`src/rtl/core/pmbm_pkg.sv`:
```
// ----------------------------------------------------------------------------
// pmbm_pkg
// Shared types, codes and defaults for the multi-pattern byte matcher.
// ----------------------------------------------------------------------------
package pmbm_pkg;

    localparam int DEF_MAX_STATES = 256;

    localparam logic [1:0] MODE_PATTERN = 2'd0;
    localparam logic [1:0] MODE_BUILD   = 2'd1;
    localparam logic [1:0] MODE_TEXT    = 2'd2;
    localparam logic [1:0] MODE_CLEAR   = 2'd3;

    localparam logic [1:0] KIND_PATTERN = 2'd0;
    localparam logic [1:0] KIND_BUILD   = 2'd1;
    localparam logic [1:0] KIND_TEXT    = 2'd2;

    localparam logic [1:0] STATUS_OK        = 2'd0;
    localparam logic [1:0] STATUS_FULL      = 2'd1;
    localparam logic [1:0] STATUS_NOT_BUILT = 2'd2;

    typedef struct packed {
        logic [1:0] mode;
        logic [7:0] byte_value;
        logic       last_item;
    } t_in_item;

    typedef struct packed {
        logic [1:0] result_kind;
        logic [1:0] status;
        logic       matched;
    } t_result;

    typedef enum logic [4:0] {
        S_CLR, S_IDLE, S_PAT_RD, S_PAT_EV, S_R_RD, S_R_EV, S_Q_CHK, S_Q_EV,
        S_F_EV, S_C_RD, S_C_EV, S_WK_RD, S_WK_EV, S_WK_FL, S_A_EV, S_T_AC,
        S_TX_END, S_B_END
    } t_state;

    typedef enum logic [4:0] {
        OP_NONE, OP_CLR, OP_LOAD, OP_PAT_RD, OP_PAT_EV, OP_ROOT_RD, OP_ROOT_EV,
        OP_Q_RD, OP_Q_EV, OP_F_EV, OP_C_RD, OP_C_EV, OP_WK_RD, OP_WK_EV,
        OP_WK_FL, OP_A_EV, OP_T_AC, OP_TX_END, OP_B_END
    } t_op;

    typedef struct packed {
        t_op op;
    } t_dp_cmd;

    typedef struct packed {
        logic [1:0] mode;
        logic       built;
        logic       edge_zero;
        logic       b_last;
        logic       queue_empty;
        logic       sweep_done;
        logic       walk_more;
        logic       walk_reset;
    } t_dp_status;

endpackage

```
`src/rtl/core/pmbm_ctrl.sv`:
```
// ----------------------------------------------------------------------------
// pmbm_ctrl
// Sequencer for insert, link build, text walk and clear sweep.
// ----------------------------------------------------------------------------
module pmbm_ctrl
    import pmbm_pkg::*;
(
    input  logic       i_clk,
    input  logic       i_rst_n,
    input  logic       start,
    input  logic [1:0] i_mode,
    input  t_dp_status i_status,
    output t_dp_cmd    o_cmd,
    output logic       busy
);

    t_state r_state, n_state;

    always_ff @(posedge i_clk) begin
        if (!i_rst_n) begin
            r_state <= S_CLR;
        end else begin
            r_state <= n_state;
        end
    end

    always_comb begin
        n_state  = r_state;
        o_cmd.op = OP_NONE;
        case (r_state)
            S_CLR: begin
                o_cmd.op = OP_CLR;
                if (i_status.sweep_done) n_state = S_IDLE;
            end
            S_IDLE: begin
                if (start) begin
                    o_cmd.op = OP_LOAD;
                    case (i_mode)
                        MODE_PATTERN: n_state = S_PAT_RD;
                        MODE_BUILD:   n_state = S_R_RD;
                        MODE_TEXT:    n_state = i_status.built ? S_WK_RD : S_TX_END;
                        default:      n_state = S_CLR;
                    endcase
                end
            end
            S_PAT_RD: begin
                o_cmd.op = OP_PAT_RD;
                n_state  = S_PAT_EV;
            end
            S_PAT_EV: begin
                o_cmd.op = OP_PAT_EV;
                n_state  = S_IDLE;
            end
            S_R_RD: begin
                o_cmd.op = OP_ROOT_RD;
                n_state  = S_R_EV;
            end
            S_R_EV: begin
                o_cmd.op = OP_ROOT_EV;
                n_state  = i_status.b_last ? S_Q_CHK : S_R_RD;
            end
            S_Q_CHK: begin
                if (i_status.queue_empty) begin
                    n_state = S_B_END;
                end else begin
                    o_cmd.op = OP_Q_RD;
                    n_state  = S_Q_EV;
                end
            end
            S_Q_EV: begin
                o_cmd.op = OP_Q_EV;
                n_state  = S_F_EV;
            end
            S_F_EV: begin
                o_cmd.op = OP_F_EV;
                n_state  = S_C_RD;
            end
            S_C_RD: begin
                o_cmd.op = OP_C_RD;
                n_state  = S_C_EV;
            end
            S_C_EV: begin
                o_cmd.op = OP_C_EV;
                if (!i_status.edge_zero) n_state = S_WK_RD;
                else if (i_status.b_last) n_state = S_Q_CHK;
                else n_state = S_C_RD;
            end
            S_WK_RD: begin
                o_cmd.op = OP_WK_RD;
                n_state  = S_WK_EV;
            end
            S_WK_EV: begin
                o_cmd.op = OP_WK_EV;
                if (i_status.walk_more) n_state = S_WK_FL;
                else if (i_status.walk_reset) n_state = S_WK_RD;
                else if (i_status.mode == MODE_BUILD) n_state = S_A_EV;
                else n_state = S_T_AC;
            end
            S_WK_FL: begin
                o_cmd.op = OP_WK_FL;
                n_state  = S_WK_RD;
            end
            S_A_EV: begin
                o_cmd.op = OP_A_EV;
                n_state  = i_status.b_last ? S_Q_CHK : S_C_RD;
            end
            S_T_AC: begin
                o_cmd.op = OP_T_AC;
                n_state  = S_IDLE;
            end
            S_TX_END: begin
                o_cmd.op = OP_TX_END;
                n_state  = S_IDLE;
            end
            S_B_END: begin
                o_cmd.op = OP_B_END;
                n_state  = S_IDLE;
            end
            default: begin
                n_state = S_CLR;
            end
        endcase
    end

    assign busy = (r_state != S_IDLE);

endmodule

```
`config.mk`:
```
export PLATFORM = sky130hd
export DESIGN_NAME = pmbm_ctrl
export DESIGN_NICKNAME = d
export VERILOG_FILES = /design/src/rtl/core/pmbm_pkg.sv /design/src/rtl/core/pmbm_ctrl.sv
export SDC_FILE = /design/constraint.sdc
export NUM_CORES = 1
export LEC_CHECK = 0
export ABC_CLOCK_PERIOD_IN_PS = 2300
export BUFFER_PORTS_ARGS = -buffer_cell sky130_fd_sc_hd__buf_4
export CAP_MARGIN = 10
export CORE_MARGIN = 2
export CORE_UTILIZATION = 30
export CTS_BUF_LIST = sky130_fd_sc_hd__clkbuf_4
export CTS_CLUSTER_SIZE = 8
export DETAILED_ROUTE_END_ITERATION = 6
export SYNTH_ARGS = -nofsm -noshare
export SYNTH_HDL_FRONTEND = slang
export SYNTH_SLANG_ARGS = --single-unit
```
`constraint.sdc`:
```
create_clock -name i_clk -period 2.3 [get_ports i_clk]
set_input_delay 0.23 -clock i_clk [delete_from_list [all_inputs] [get_ports i_clk]]
set_output_delay 0.23 -clock i_clk [all_outputs]
set_load 0.01 [all_outputs]
```
After elaboration in Yosys (flattened, before gate mapping)
Index checks and enable logic that the tools add are counted.
{ "op_classes": {"add_sub_neg": 0, "n_mul": 0, "n_div": 0, "order_cmp": 0, "eq_ne": 23, "shifts": 0, "n_mux": 15, "bitwise": 0, "reduce_logical": 4} }
{ "ops": {"columns": ["operator", "n"], "rows": [
  ["$pmux 5 s18", 1],
  ["$pmux 5 s15", 1],
  ["$eq 5x4->1 const B", 8],
  ["$eq 5x3->1 const B", 4],
  ["$mux 5", 4],
  ["$pmux 5 s3", 1],
  ["$eq 5x2->1 const B", 2],
  ["$eq 5x5->1 const B", 2],
  ["$mux 3", 3],
  ["$mux 4", 2],
  ["$eq 5x1->1 const B", 1],
  ["$logic_not 5->1", 1],
  ["$ne 5x1->1 const B", 1],
  ["$eq 2x1->1 const B", 2],
  ["$mux 2", 2],
  ["$ne 2x2->1 const B", 2],
  ["$reduce_or 4->1", 1],
  ["$eq 2x2->1 const B", 1],
  ["$logic_not 2->1", 1],
  ["$reduce_and 2->1", 1],
  ["$mux 1", 1]
]} }
{ "word_totals": {"register_bits": 5, "latchBits": 0, "mem_bits_rw": 0, "rom_bits": 0, "in_bits": 14, "word_cells": 43, "mem_count": 0} }

Depth between registers and ports, before layout
Gate-level depths: netlist (run 1).
{ "depth": {"word_depth": 5, "mapped_depth": 5, "mapped_depth_nobuf": 4} }

Worst setup path after synthesis (run 1)
Ideal clock, no wire load.
{ "synth_path": {"path_kind": "register to output", "from": "register r_state[3]", "to": "output port o_cmd[0] (netlist name)", "arrival_time_ps": 1245, "path_slack_ps": 825, "path_stages_with_launch": 4, "cell_sequence": "dfxtp_1 -> buf_4 -> or2_2 -> a221oi_1"} }
{ "synth_lines": {"columns": ["item", "line", "source"], "rows": [
  ["start, declared", "pmbm_ctrl.sv:17", "t_state r_state, n_state;"],
  ["start signal, assigned", "pmbm_ctrl.sv:23", "r_state <= n_state;"],
  ["end, declared", "pmbm_ctrl.sv:13", "output t_dp_cmd o_cmd,"]
]} }

==> results of run 1 <==
[critical path, stage by stage (launching register included)]
cell and delay [ns]:
dfxtp_1 0.66, nor2b_1 0.31, a21oi_1 0.10, o21ai_0 0.13, o21ai_0 0.10, buf_4 0.15
[layout make-up]
| class | instances | share of cell area |
|---|---|---|
| Multi-Input combinational cell | 73 | 0.597 |
| Inverter | 4 | 0.0188 |
| Clock buffer | 4 | 0.0377 |
| Tap cell | 27 | 0.0424 |
| Timing Repair Buffer | 19 | 0.179 |
| Sequential cell | 5 | 0.126 |
[power groups by stage]
stage / combinational [mW] / clock (mW) / sequential (mW)
finish: 0.109 / 0.118 / 0.111
global route: 0.122 / 0.123 / 0.113
CTS: 0.110 / 0.117 / 0.110
detailed placement: 0.109 / 0 / 0.112
global placement: 0.110 / 0 / 0.112
floorplan: 0.0771 / 0 / 0.0993
[final timing paths]
kind	slack, ns	depth (start not counted)	to
worst max-delay path	0.36	5	o_cmd[1]
worst min-delay path	0.24	3	r_state[0]$_SDFFE_PN0P_
worst max register to register	0.62	4	r_state[0]$_SDFFE_PN0P_
worst min register to register	0.73	2	r_state[4]$_SDFFE_PN0P_
[per-stage QoR]
step,utilization,hold WS [ns]
5_1_grt,0.406,0.252
6_report,0.406,0.237
4_1_cts,0.406,0.237
2_1_floorplan,-,0.358
3_3_place_gp,0.391,0.501
3_5_place_dp,0.391,0.498
[cells in the final DEF (no fill, tap or decap), types with 3 or more instances in the layout]
cell type,instances
nand3_1,3
o21ai_0,7
or3_1,4
or3b_1,3
a21oi_1,8
inv_1,4
dfxtp_1,5
nor2b_1,4
nand2b_1,3
nand2_1,8
clkbuf_4,4
buf_4,19
nor2_1,8
[kinds of logic after synthesis]
logic type	Yosys count
AOI/OAI and AO/OA	29
xor gates and xnor gates	1
buffers and inverters	9
DFF	5
and+or+nand+nor	43
[metal layers]
layer | share of wire | vias to the layer above | track usage | wire, microns
li1 | - | 361 | - | -
met1 | 0.48 | 302 | 0.200 | 760
met2 | 0.40 | 32 | 0.198 | 640
met3 | 0.089 | 5 | 0.0242 | 142
met4 | 0.028 | 0 | 0.0972 | 45
met5 | 0 | - | 0 | 0
==> results by group, run 1 <==
Routing
  • Initial drt markers: 31
  • Final WL: 1590 microns
  • Routed len/inst: 12.0 microns
  • Overall via count from detail_route: 700
  • Antenna-violating nets left: 0
  • DRC violations left: 0
  • DR pass1 iterations: 4
  • Vias per cell: around 5.3

Finish
  • Final Instance Area: 797 sq um
  • Biggest regs: r_state: 5 flops
  • Area of the multi-input gates: 475 sq um
  • Syn-to-layout area delta: 28.2%
  • Top reg by flops: r_state
  • Share of cells above drive strength 1: 0.276
  • Fin nets: 120
  • Non-Filler Instances: 132
  • Max reg flops: 5
  • Fill cells: 223
  • Diode count: 0
  • Register area: 100 sq um

Yosys
  • Synthesized instance count: 87
  • Avg Synthesized Cell Area: 7.15 sq um
  • Post-synthesis compound-gate area fraction: 0.322
  • Synth area leader: dfxtp_1
  • Adder-cell share of the synthesized area: 0
  • Ys Warns: 0
  • Netlist Area Pre-Place: 622 sq um
  • Top FF cell, synth: dfxtp_1
  • Sequential share of the synthesized area: 0.161
  • #FFs+latches synth: 5
  • Post-synth EDFFs: 0
  • Largest family of logic cells by synthesized area: simple AND/OR/NAND/NOR gates
  • Ys async rst share: 0
  • Simple-gate share of the synthesized area: 0.429
  • Post-synthesis mux area share: 0
  • Top cells by area, synth: dfxtp_1 (16%), a21oi_1 (6.4%), o21ai_0 (5.6%)
  • Synth top area share: 0.161
  • Synth cell types: 36
  • Commonest cells post-synth: a21oi_1 (8), nand2_1 (8), nor2_1 (8)
  • Post-Synth XOR/XNOR Area: 0.0141
  • Syn Nets: 101

Job
  • Max_cap viols: 0

Floorplanning
  • Die height: 49.5 microns
  • # rows: 16
  • # IOs: 20
  • Initial Util: 0.317
  • Placeable core area: 1960 sq um
  • Floorplan die width: 49.5 microns
  • Die Area: roughly 2500 sq um

Pwr
  • Max VDD drop: 0.272 mV
  • PD cells: approximately 420 nW/um^2
  • Flop pwr share: 0.327
  • Final Total Pwr: 0.338 mW
  • Pleak: 0.328 nW
  • Switching part of the total: 0.329
  • Clock Power Share: 0.350
  • NetSw: 0.111 mW
  • Comb pwr share: 0.323
  • P_int: 0.227 mW

Worst setup path
  • CP Capture Type: output pin
  • Launch point of the worst reg-to-reg path: r_state[1]$_SDFFE_PN0P_
  • CP startpoint kind: flop
  • Worst EP arrival: 1.71 ns
  • Worst Setup SP: r_state[0]$_SDFFE_PN0P_
  • Worst Path Required: 2.07 ns
  • CP max FO: 17
  • CP Class: flop to output pin

Timing
  • Fin crit period: 1.94 ns
  • Worst Tran Pin Value: approximately 0.55 ns
  • RSZ-0062 raised after global routing: false
  • Final setup viols: 0
  • Setup tns final: 0 ns
  • Achievable frequency: between 0.5 and 0.6 GHz
  • Fin Clk Skew: about 0.0045 ns
  • Final Max Tran Viols: 0
  • Worst Slack Setup Final: 0.364 ns
  • Fin. Hold Viols: 0
  • Slew Limit Headroom: 0.635
  • Fin crit share: 0.842

Global routing
  • Global-route wire length before repair: around 2700 microns
  • Initial antenna violation count: 0
  • Largest net degree at the start of global routing: 18
  • Number of global-route vias before repair: 591
  • GRT Total Usage: 0.143
  • Total grt overflow: 0

Clock tree
  • Worst-path clk slew: 0.05 ns
  • TritonCTS Buffers: 3
  • Clock buffer depth: 2
  • H-tree levels: 1
  • Clk Latency, worst-skew pair: 0.25 ns
  • Post_cts resized: 0
  • CTS tree: built
  • Clock sink total: 5
  • CTS Hold Buffers Added: 0
  • Post-CTS setup repair buffer count: 0
  • Root buf cell: clkbuf_4

Placement
  • Routability congestion estimate: 0.804
  • Post-DP HPWL: 1220 microns
  • Port Buffers: 19
  • Pre-CTS setup slack: 0.642 ns
  • Placed cells: 128
  • Placed standard-cell area: 767 sq um

Status
  • Run status: complete, no violations

Hold path
  • Hold Path Class: input pin to flop
  • Hold wc startpoint: i_rst_n
No activity file was read; power rests on OpenSTA's default activity.
==> run 2: changes to the inputs <==
--- a/config.mk
+++ b/config.mk
@@ -5,7 +5,7 @@
 export SDC_FILE = /design/constraint.sdc
 export NUM_CORES = 1
 export LEC_CHECK = 0
-export ABC_CLOCK_PERIOD_IN_PS = 2300
+export ABC_CLOCK_PERIOD_IN_PS = 1870
 export BUFFER_PORTS_ARGS = -buffer_cell sky130_fd_sc_hd__buf_4
 export CAP_MARGIN = 10
 export CORE_MARGIN = 2
==> constraint.sdc (replaced) <==
create_clock -name i_clk -period 1.87 [get_ports i_clk]
set_input_delay 0.187 -clock i_clk [delete_from_list [all_inputs] [get_ports i_clk]]
set_output_delay 0.187 -clock i_clk [all_outputs]
set_load 0.01 [all_outputs]
==> run 2 against run 1 <==
Setup slack got worse by 0.19 ns. Flip-flop and latch count unchanged. Critical path depth unchanged. Combinational power increased by 26%. Clock-buffer cell count unchanged. Clock power increased by 17%. Sequential power increased by 23%. Cell count increased by 0.76%. Sequential share of layout area increased by 0.42 points. Non-clock buffer count increased by 1. Total power increased by 22%. Largest cell class unchanged. Largest power group unchanged. Highest routed layer unchanged.
==> results by group, run 2 (synthesis gave the netlist of run 1 again) <==
Finish
  • Fill cells: 221 (was 223)
  • Top reg by flops: r_state (unchanged)
  • Commonest non-fill, non-tap cells in the layout: buf_4 (20), nand2_1 (8), a21oi_1 (8), nor2_1 (8), o21ai_0 (7) (was buf_4 (19), nand2_1 (8), a21oi_1 (8), nor2_1 (8), o21ai_0 (7))
  • Max reg flops: 5 (unchanged)
  • Final Instance Area: 810 sq um (was 797 sq um)
  • Diode count: 0 (unchanged)
  • Final core occ: 0.413 (was 0.406)
  • Commonest non-fill, non-tap cell in the layout: buf_4 (unchanged)
  • Fin nets: 121 (was 120)
  • Non-Filler Instances: 133 (was 132)
  • Share of cells above drive strength 1: 0.321 (was 0.276)
  • Syn-to-layout area delta: 30.2% (was 28.2%)
  • Biggest regs: r_state: 5 flops (unchanged)

Timing
  • Fin crit period: 1.70 ns
  • Setup tns final: 0 ns (unchanged)
  • Fin crit share: 0.907
  • Achievable frequency: 0.590 GHz
  • Worst Tran Pin Value: 0.341 ns (was 0.546 ns)
  • RSZ-0062 raised after global routing: false (unchanged)
  • Slew Limit Headroom: 0.772 (was 0.635)
  • Worst Hold Slack: 0.212 ns (was 0.237 ns)
  • Final Max Tran Viols: 0 (unchanged)
  • Worst Slack Setup Final: 0.174 ns (was 0.364 ns)
  • Fin Clk Skew: 0.00472 ns (was 0.00450 ns)
  • Fin. Hold Viols: 0 (unchanged)
  • Final setup viols: 0 (unchanged)

Routing
  • DR pass1 iterations: 4 (unchanged)
  • Met1 wire length: 806 microns (was 760 microns)
  • Met2 wire length: 724 microns (was 640 microns)
  • Routed len/inst: 12.5 microns (was 12.0 microns)
  • Antenna-violating nets left: 0 (unchanged)
  • Overall via count from detail_route: 718 (was 700)
  • Vias per cell: 5.40 (was 5.30)
  • Top sig layer: met4 (unchanged)
  • Final WL: 1670 microns (was 1590 microns)
  • DRC violations left: 0 (unchanged)
  • DR WL met3: 127 microns (was 142 microns)
  • Initial drt markers: 27 (was 31)

Placement
  • Pre-CTS setup slack: 0.232 ns (was 0.642 ns)
  • Port Buffers: 19 (unchanged)
  • Routability congestion estimate: 0.778 (was 0.804)
  • Placed cells: 129 (was 128)
  • Post-DP HPWL: 1290 microns (was 1220 microns)
  • Placed standard-cell area: 774 sq um (was 767 sq um)

Clock tree
  • Worst-path clk slew: 0.04 ns (was 0.05 ns)
  • CTS tree: built (unchanged)
  • Post-CTS setup repair buffer count: 0 (unchanged)
  • Clock sink total: 5 (unchanged)
  • Root buf cell: clkbuf_4 (unchanged)
  • CTS Hold Buffers Added: 0 (unchanged)
  • H-tree levels: 1 (unchanged)
  • Clk Latency, worst-skew pair: 0.24 ns (was 0.25 ns)
  • Clock buffer depth: 2 (unchanged)
  • TritonCTS Buffers: 3 (unchanged)

Pwr
  • PD cells: 509 nW/um^2 (was 424 nW/um^2)
  • Max VDD drop: 0.334 mV (was 0.272 mV)
  • Final Total Pwr: 0.412 mW (was 0.338 mW)
  • Pleak: 0.335 nW (was 0.328 nW)

Floorplanning
  • Die height: 49.5 microns (unchanged)
  • Placeable core area: 1960 sq um (unchanged)
  • Floorplan die width: 49.5 microns (unchanged)
  • Die Area: 2450 sq um (unchanged)
  • # IOs: 20 (unchanged)
  • # rows: 16 (unchanged)
  • Initial Util: 0.317 (unchanged)

Worst setup path
  • Most used cell, CP: o21ai_0 (unchanged)
  • Worst EP arrival: 1.51 ns (was 1.71 ns)
  • CP startpoint kind: flop (unchanged)
  • Worst-path cell chain: nor2b_1, a21oi_1, o21ai_0, o21ai_0, buf_4 (unchanged)
  • CP max FO: 17 (unchanged)
  • CP Class: flop to output pin (unchanged)
  • Slowest stage cell on the critical path: dfxtp_2 (was dfxtp_1)
  • CP Capture Type: output pin (unchanged)
  • Largest stage delay on the critical path: 0.50 ns (was 0.66 ns)
  • Worst Path Required: 1.68 ns (was 2.07 ns)
  • FF-to-FF setup slack: 0.36 ns (was 0.62 ns)

Status
  • Run status: complete, no violations (unchanged)

Global routing
  • GRT Total Usage: 0.134 (was 0.143)
  • Initial antenna violation count: 0 (unchanged)
  • Global-route wire length before repair: 2510 microns (was 2700 microns)
  • Number of global-route vias before repair: 562 (was 591)
  • Largest net degree at the start of global routing: 18 (unchanged)
  • Total grt overflow: 0 (unchanged)

Hold path
  • Hold Path Class: input pin to flop (unchanged)

Job
  • Max_cap viols: 0 (unchanged)
==> run 2: path summary, 6_finish.rpt <==
| path | startpoint | endpoint | cells past startpoint |
|---|---|---|---|
| max | r_state[0]$_SDFFE_PN0P_ | o_cmd[1] | 5 |
| min | i_rst_n | r_state[0]$_SDFFE_PN0P_ | 3 |
| max reg2reg | r_state[1]$_SDFFE_PN0P_ | r_state[0]$_SDFFE_PN0P_ | 4 |
| min reg2reg | r_state[2]$_SDFFE_PN0P_ | r_state[4]$_SDFFE_PN0P_ | 2 |
==> run 2: critical path: cells and delay by family (launching register included) <==
family | cells | cell delay, ns
compound gates | 3 | 0.33
buf+inv | 1 | 0.15
flops | 1 | 0.50
simple gates | 1 | 0.30
==> run 2: final cells by class <==
type | instances | area, sq um | area share
clock buffers | 4 | 30.0 | 0.0371
well taps | 27 | 33.8 | 0.0417
inverters | 4 | 15.0 | 0.0185
multi-input cells | 73 | 475 | 0.587
repair buffers | 20 | 150 | 0.185
flip-flops and latches | 5 | 105 | 0.130
==> run 2: where the power goes <==
group	switching [mW]	total, mW	internal [mW]	leakage (nW)
Combinational	0.0653	0.137	0.0715	0.275
Sequential	0.0236	0.137	0.114	0.0424
Clock	0.0428	0.138	0.0951	0.0184
Total	0.132	0.412	0.280	0.335
==> run 2: timing repair <==
action,4_1_cts,5_1_grt
setup endpoints to repair,1,3
pin swaps,0,0
gates resized for setup,1,3
==> run 2: per-layer routing <==
layer  vias up  track usage
met1       320        0.197
met3         2       0.0182
li1        361            -
met5         -            0
met2        35        0.187
met4         0       0.0694
==> run 3: changes to the inputs <==
--- a/config.mk
+++ b/config.mk
@@ -5,14 +5,16 @@
 export SDC_FILE = /design/constraint.sdc
 export NUM_CORES = 1
 export LEC_CHECK = 0
+export ABC_AREA = 1
 export ABC_CLOCK_PERIOD_IN_PS = 1870
 export BUFFER_PORTS_ARGS = -buffer_cell sky130_fd_sc_hd__buf_4
-export CAP_MARGIN = 10
+export CAP_MARGIN = 20
 export CORE_MARGIN = 2
 export CORE_UTILIZATION = 30
 export CTS_BUF_LIST = sky130_fd_sc_hd__clkbuf_4
 export CTS_CLUSTER_SIZE = 8
 export DETAILED_ROUTE_END_ITERATION = 6
+export REMOVE_ABC_BUFFERS = 1
 export SYNTH_ARGS = -nofsm -noshare
 export SYNTH_HDL_FRONTEND = slang
 export SYNTH_SLANG_ARGS = --single-unit
==> run 3 against run 2 <==
Total power rose by 31%. Setup slack got worse by 0.062 ns. Register-to-register slack barely moved. Sequential power fell by 5%. Non-clock buffer count fell by 1. Combinational power rose by 95%. Die area rose by 1.3%. Wire length rose by 19%. Via count rose by 19%. Clock-buffer cell count did not move.
==> results by group, run 3 <==
Status
  • Run status: complete, no violations (unchanged)

Timing
  • Worst Tran Pin Value: 0.407 ns (was 0.341 ns)
  • Final setup viols: 0 (unchanged)
  • Fin Clk Skew: 0.00219 ns (was 0.00472 ns)
  • Worst Hold Slack: 0.234 ns (was 0.212 ns)
  • Fin crit period: 1.76 ns (was 1.70 ns)
  • Final Max Tran Viols: 0 (unchanged)
  • Fin crit share: 0.940 (was 0.907)
  • Achievable frequency: 0.569 GHz (was 0.590 GHz)
  • Slew Limit Headroom: 0.726 (was 0.772)
  • Fin. Hold Viols: 0 (unchanged)
  • Worst Slack Setup Final: 0.112 ns (was 0.174 ns)

Hold path
  • Hold Path Class: input pin to flop (unchanged)
  • Hold path depth: 3 (unchanged)
  • Hold wc startpoint: i_rst_n (unchanged)
  • Worst Hold Endpoint: r_state[1]$_SDFFE_PN0P_ (was r_state[0]$_SDFFE_PN0P_)

Pwr
  • PD cells: 642 nW/um^2 (was 509 nW/um^2)
  • Final Total Pwr: 0.541 mW (was 0.412 mW)
  • Max VDD drop: 0.229 mV (was 0.334 mV)
  • Pleak: 0.459 nW (was 0.335 nW)

Clock tree
  • CTS Hold Buffers Added: 0 (unchanged)
  • Clock sink total: 5 (unchanged)
  • Worst-path clk slew: 0.04 ns (about the same)
  • Clock buffer depth: 2 (unchanged)
  • CTS tree: built (unchanged)
  • Clk Latency, worst-skew pair: 0.25 ns (was 0.24 ns)
  • Root buf cell: clkbuf_4 (unchanged)
  • H-tree levels: 1 (unchanged)
  • TritonCTS Buffers: 3 (unchanged)

Floorplanning
  • Placeable core area: 1980 sq um (was 1960 sq um)
  • # rows: 16 (unchanged)
  • Die height: 49.8 microns (was 49.5 microns)
  • # IOs: 20 (unchanged)
  • Floorplan die width: 49.8 microns (was 49.5 microns)
  • Initial Util: 0.318 (was 0.317)
  • Die Area: 2480 sq um (was 2450 sq um)

Finish
  • Max reg flops: 5 (unchanged)
  • Syn-to-layout area delta: 33.5% (was 30.2%)
  • Fin nets: 157 (was 121)
  • Top reg by flops: r_state (unchanged)
  • Commonest non-fill, non-tap cell in the layout: nand2_1 (was buf_4)
  • Biggest regs: r_state: 5 flops (unchanged)
  • Non-Filler Instances: 169 (was 133)
  • Share of cells above drive strength 1: 0.282 (was 0.321)
  • Fill cells: 237 (was 221)
  • Commonest non-fill, non-tap cells in the layout: nand2_1 (24), nor2_1 (23), buf_4 (19), inv_1 (16), nand3_1 (13) (was buf_4 (20), nand2_1 (8), a21oi_1 (8), nor2_1 (8), o21ai_0 (7))
  • Diode count: 0 (unchanged)

Worst setup path
  • Launch point of the worst reg-to-reg path: r_state[2]$_SDFFE_PN0P_ (was r_state[1]$_SDFFE_PN0P_)
  • CP Class: flop to output pin (unchanged)
  • FF-to-FF setup slack: 0.37 ns (was 0.36 ns)
  • Worst EP arrival: 1.57 ns (was 1.51 ns)
  • CP Capture Type: output pin (unchanged)
  • CP max FO: 8 (was 17)
  • CP startpoint kind: flop (unchanged)
  • Reg-to-Reg End: r_state[2]$_SDFFE_PN0P_ (was r_state[0]$_SDFFE_PN0P_)
  • Worst Setup SP: r_state[4]$_SDFFE_PN0P_ (was r_state[0]$_SDFFE_PN0P_)
  • Worst Path Required: 1.68 ns (about the same)
  • Worst reg2reg path depth: 8 (was 4)

Placement
  • Post-DP HPWL: 1610 microns (was 1290 microns)
  • Routability congestion estimate: 0.929 (was 0.778)
  • Port Buffers: 19 (unchanged)
  • Pre-CTS setup slack: 0.335 ns (was 0.232 ns)
  • Placed cells: 165 (was 129)

Yosys
  • Sequential share of the synthesized area: 0.159 (was 0.161)
  • Commonest cells post-synth: nand2_1 (24), nor2_1 (24), inv_1 (16) (was a21oi_1 (8), nand2_1 (8), nor2_1 (8))
  • #FFs+latches synth: 5 (unchanged)
  • Avg Synthesized Cell Area: 5.30 sq um (was 7.15 sq um)
  • Post-synth EDFFs: 0 (unchanged)
  • Top FF cell, synth: dfxtp_1 (unchanged)
  • Ys Warns: 0 (unchanged)
  • Synthesized instance count: 119 (was 87)
  • Ys async rst share: 0 (unchanged)
  • Synth cell types: 21 (was 36)
  • Synth top area share: 0.159 (was 0.161)
  • Top cells by area, synth: dfxtp_1 (16%), nand2_1 (14%), nor2_1 (14%) (was dfxtp_1 (16%), a21oi_1 (6.4%), o21ai_0 (5.6%))
  • Netlist Area Pre-Place: 631 sq um (was 622 sq um)
  • Synth area leader: dfxtp_1 (unchanged)

Routing
  • Final WL: 1990 microns (was 1670 microns)
  • Antenna-violating nets left: 0 (unchanged)
  • Vias per cell: 5.04 (was 5.40)
  • Routed len/inst: 11.8 microns (was 12.5 microns)
  • Overall via count from detail_route: 852 (was 718)
  • DRC violations left: 0 (unchanged)
  • DR pass1 iterations: 4 (unchanged)
  • Initial drt markers: 20 (was 27)

Global routing
  • Met3 Use GR: 0.00909 (was 0.0182)
  • GRT Total Usage: 0.170 (was 0.134)
  • M1 GR Usage: 0.204 (was 0.197)
  • Met2 GRT Util: 0.300 (was 0.187)
  • Initial antenna violation count: 0 (unchanged)
  • Global-route wire length before repair: 3210 microns (was 2510 microns)
  • Grt peak-use layer: met2 (was met1)
  • Total grt overflow: 0 (unchanged)
  • Number of global-route vias before repair: 785 (was 562)
  • Largest net degree at the start of global routing: 9 (was 18)

Job
  • Max_cap viols: 0 (unchanged)
run 3: final cells by class:
cell class / count / area [sq um] / share of cell area
inverters: 21 / 78.8 / 0.0936
multi-input cells: 93 / 454 / 0.539
well taps: 27 / 33.8 / 0.0401
repair buffers: 19 / 143 / 0.169
clock buffers: 4 / 30.0 / 0.0357
flip-flops and latches: 5 / 103 / 0.122
run 3: critical path, cell delays in order (launching register included):
cell and delay (ns):
dfxtp_2 0.33, inv_2 0.14, nand3_1 0.16, o21ai_0 0.38, a21oi_1 0.08, nand4_1 0.11, buf_4 0.13
run 3: power breakdown:
part           switching (mW)  total (mW)  leakage [nW]  internal [mW]
Sequential             0.0128       0.130        0.0417          0.117
Clock                  0.0487       0.144        0.0184         0.0954
Combinational           0.159       0.267         0.399          0.108
Total                   0.220       0.541         0.459          0.320
run 3: cell families after synthesis:
logic type | count (synthesis) | synth area share
AOI/OAI and AO/OA | 12 | 0.113
and+or+nand+nor | 81 | 0.603
DFF | 5 | 0.159
buffers and inverters | 21 | 0.125
run 3: worst max-delay path by stage:
stage / slack [ns] / end
final: 0.11 / o_cmd[1]
after floorplan: 0.53 / r_state[0]$_SDFFE_PN0P_
after CTS: 0.06 / o_cmd[1]
after global placement: 0.30 / o_cmd[1]
after detailed placement: 0.34 / o_cmd[1]
after global routing: -0.00004 / o_cmd[1]
run 3: metal layers:
layer  wire length, microns  share of wire
met1                    857           0.43
met2                    989           0.50
met3                     81          0.041
met4                     57          0.029
met5                      0              0
run 3: stage by stage:
stage	setup TNS [ns]	utilization	cell area (sq um)
floorplan	0	-	631
global placement	0	0.407	807
detailed placement	0	0.407	807
CTS	0	0.422	837
global route	-0.0000399	0.425	842
finish	0	0.425	842
run 3: what timing repair did:
action / in CTS / in global routing
endpoints found under the setup margin: 0 / 1
buffers inserted: 0 / 0
resized for setup: 0 / 3
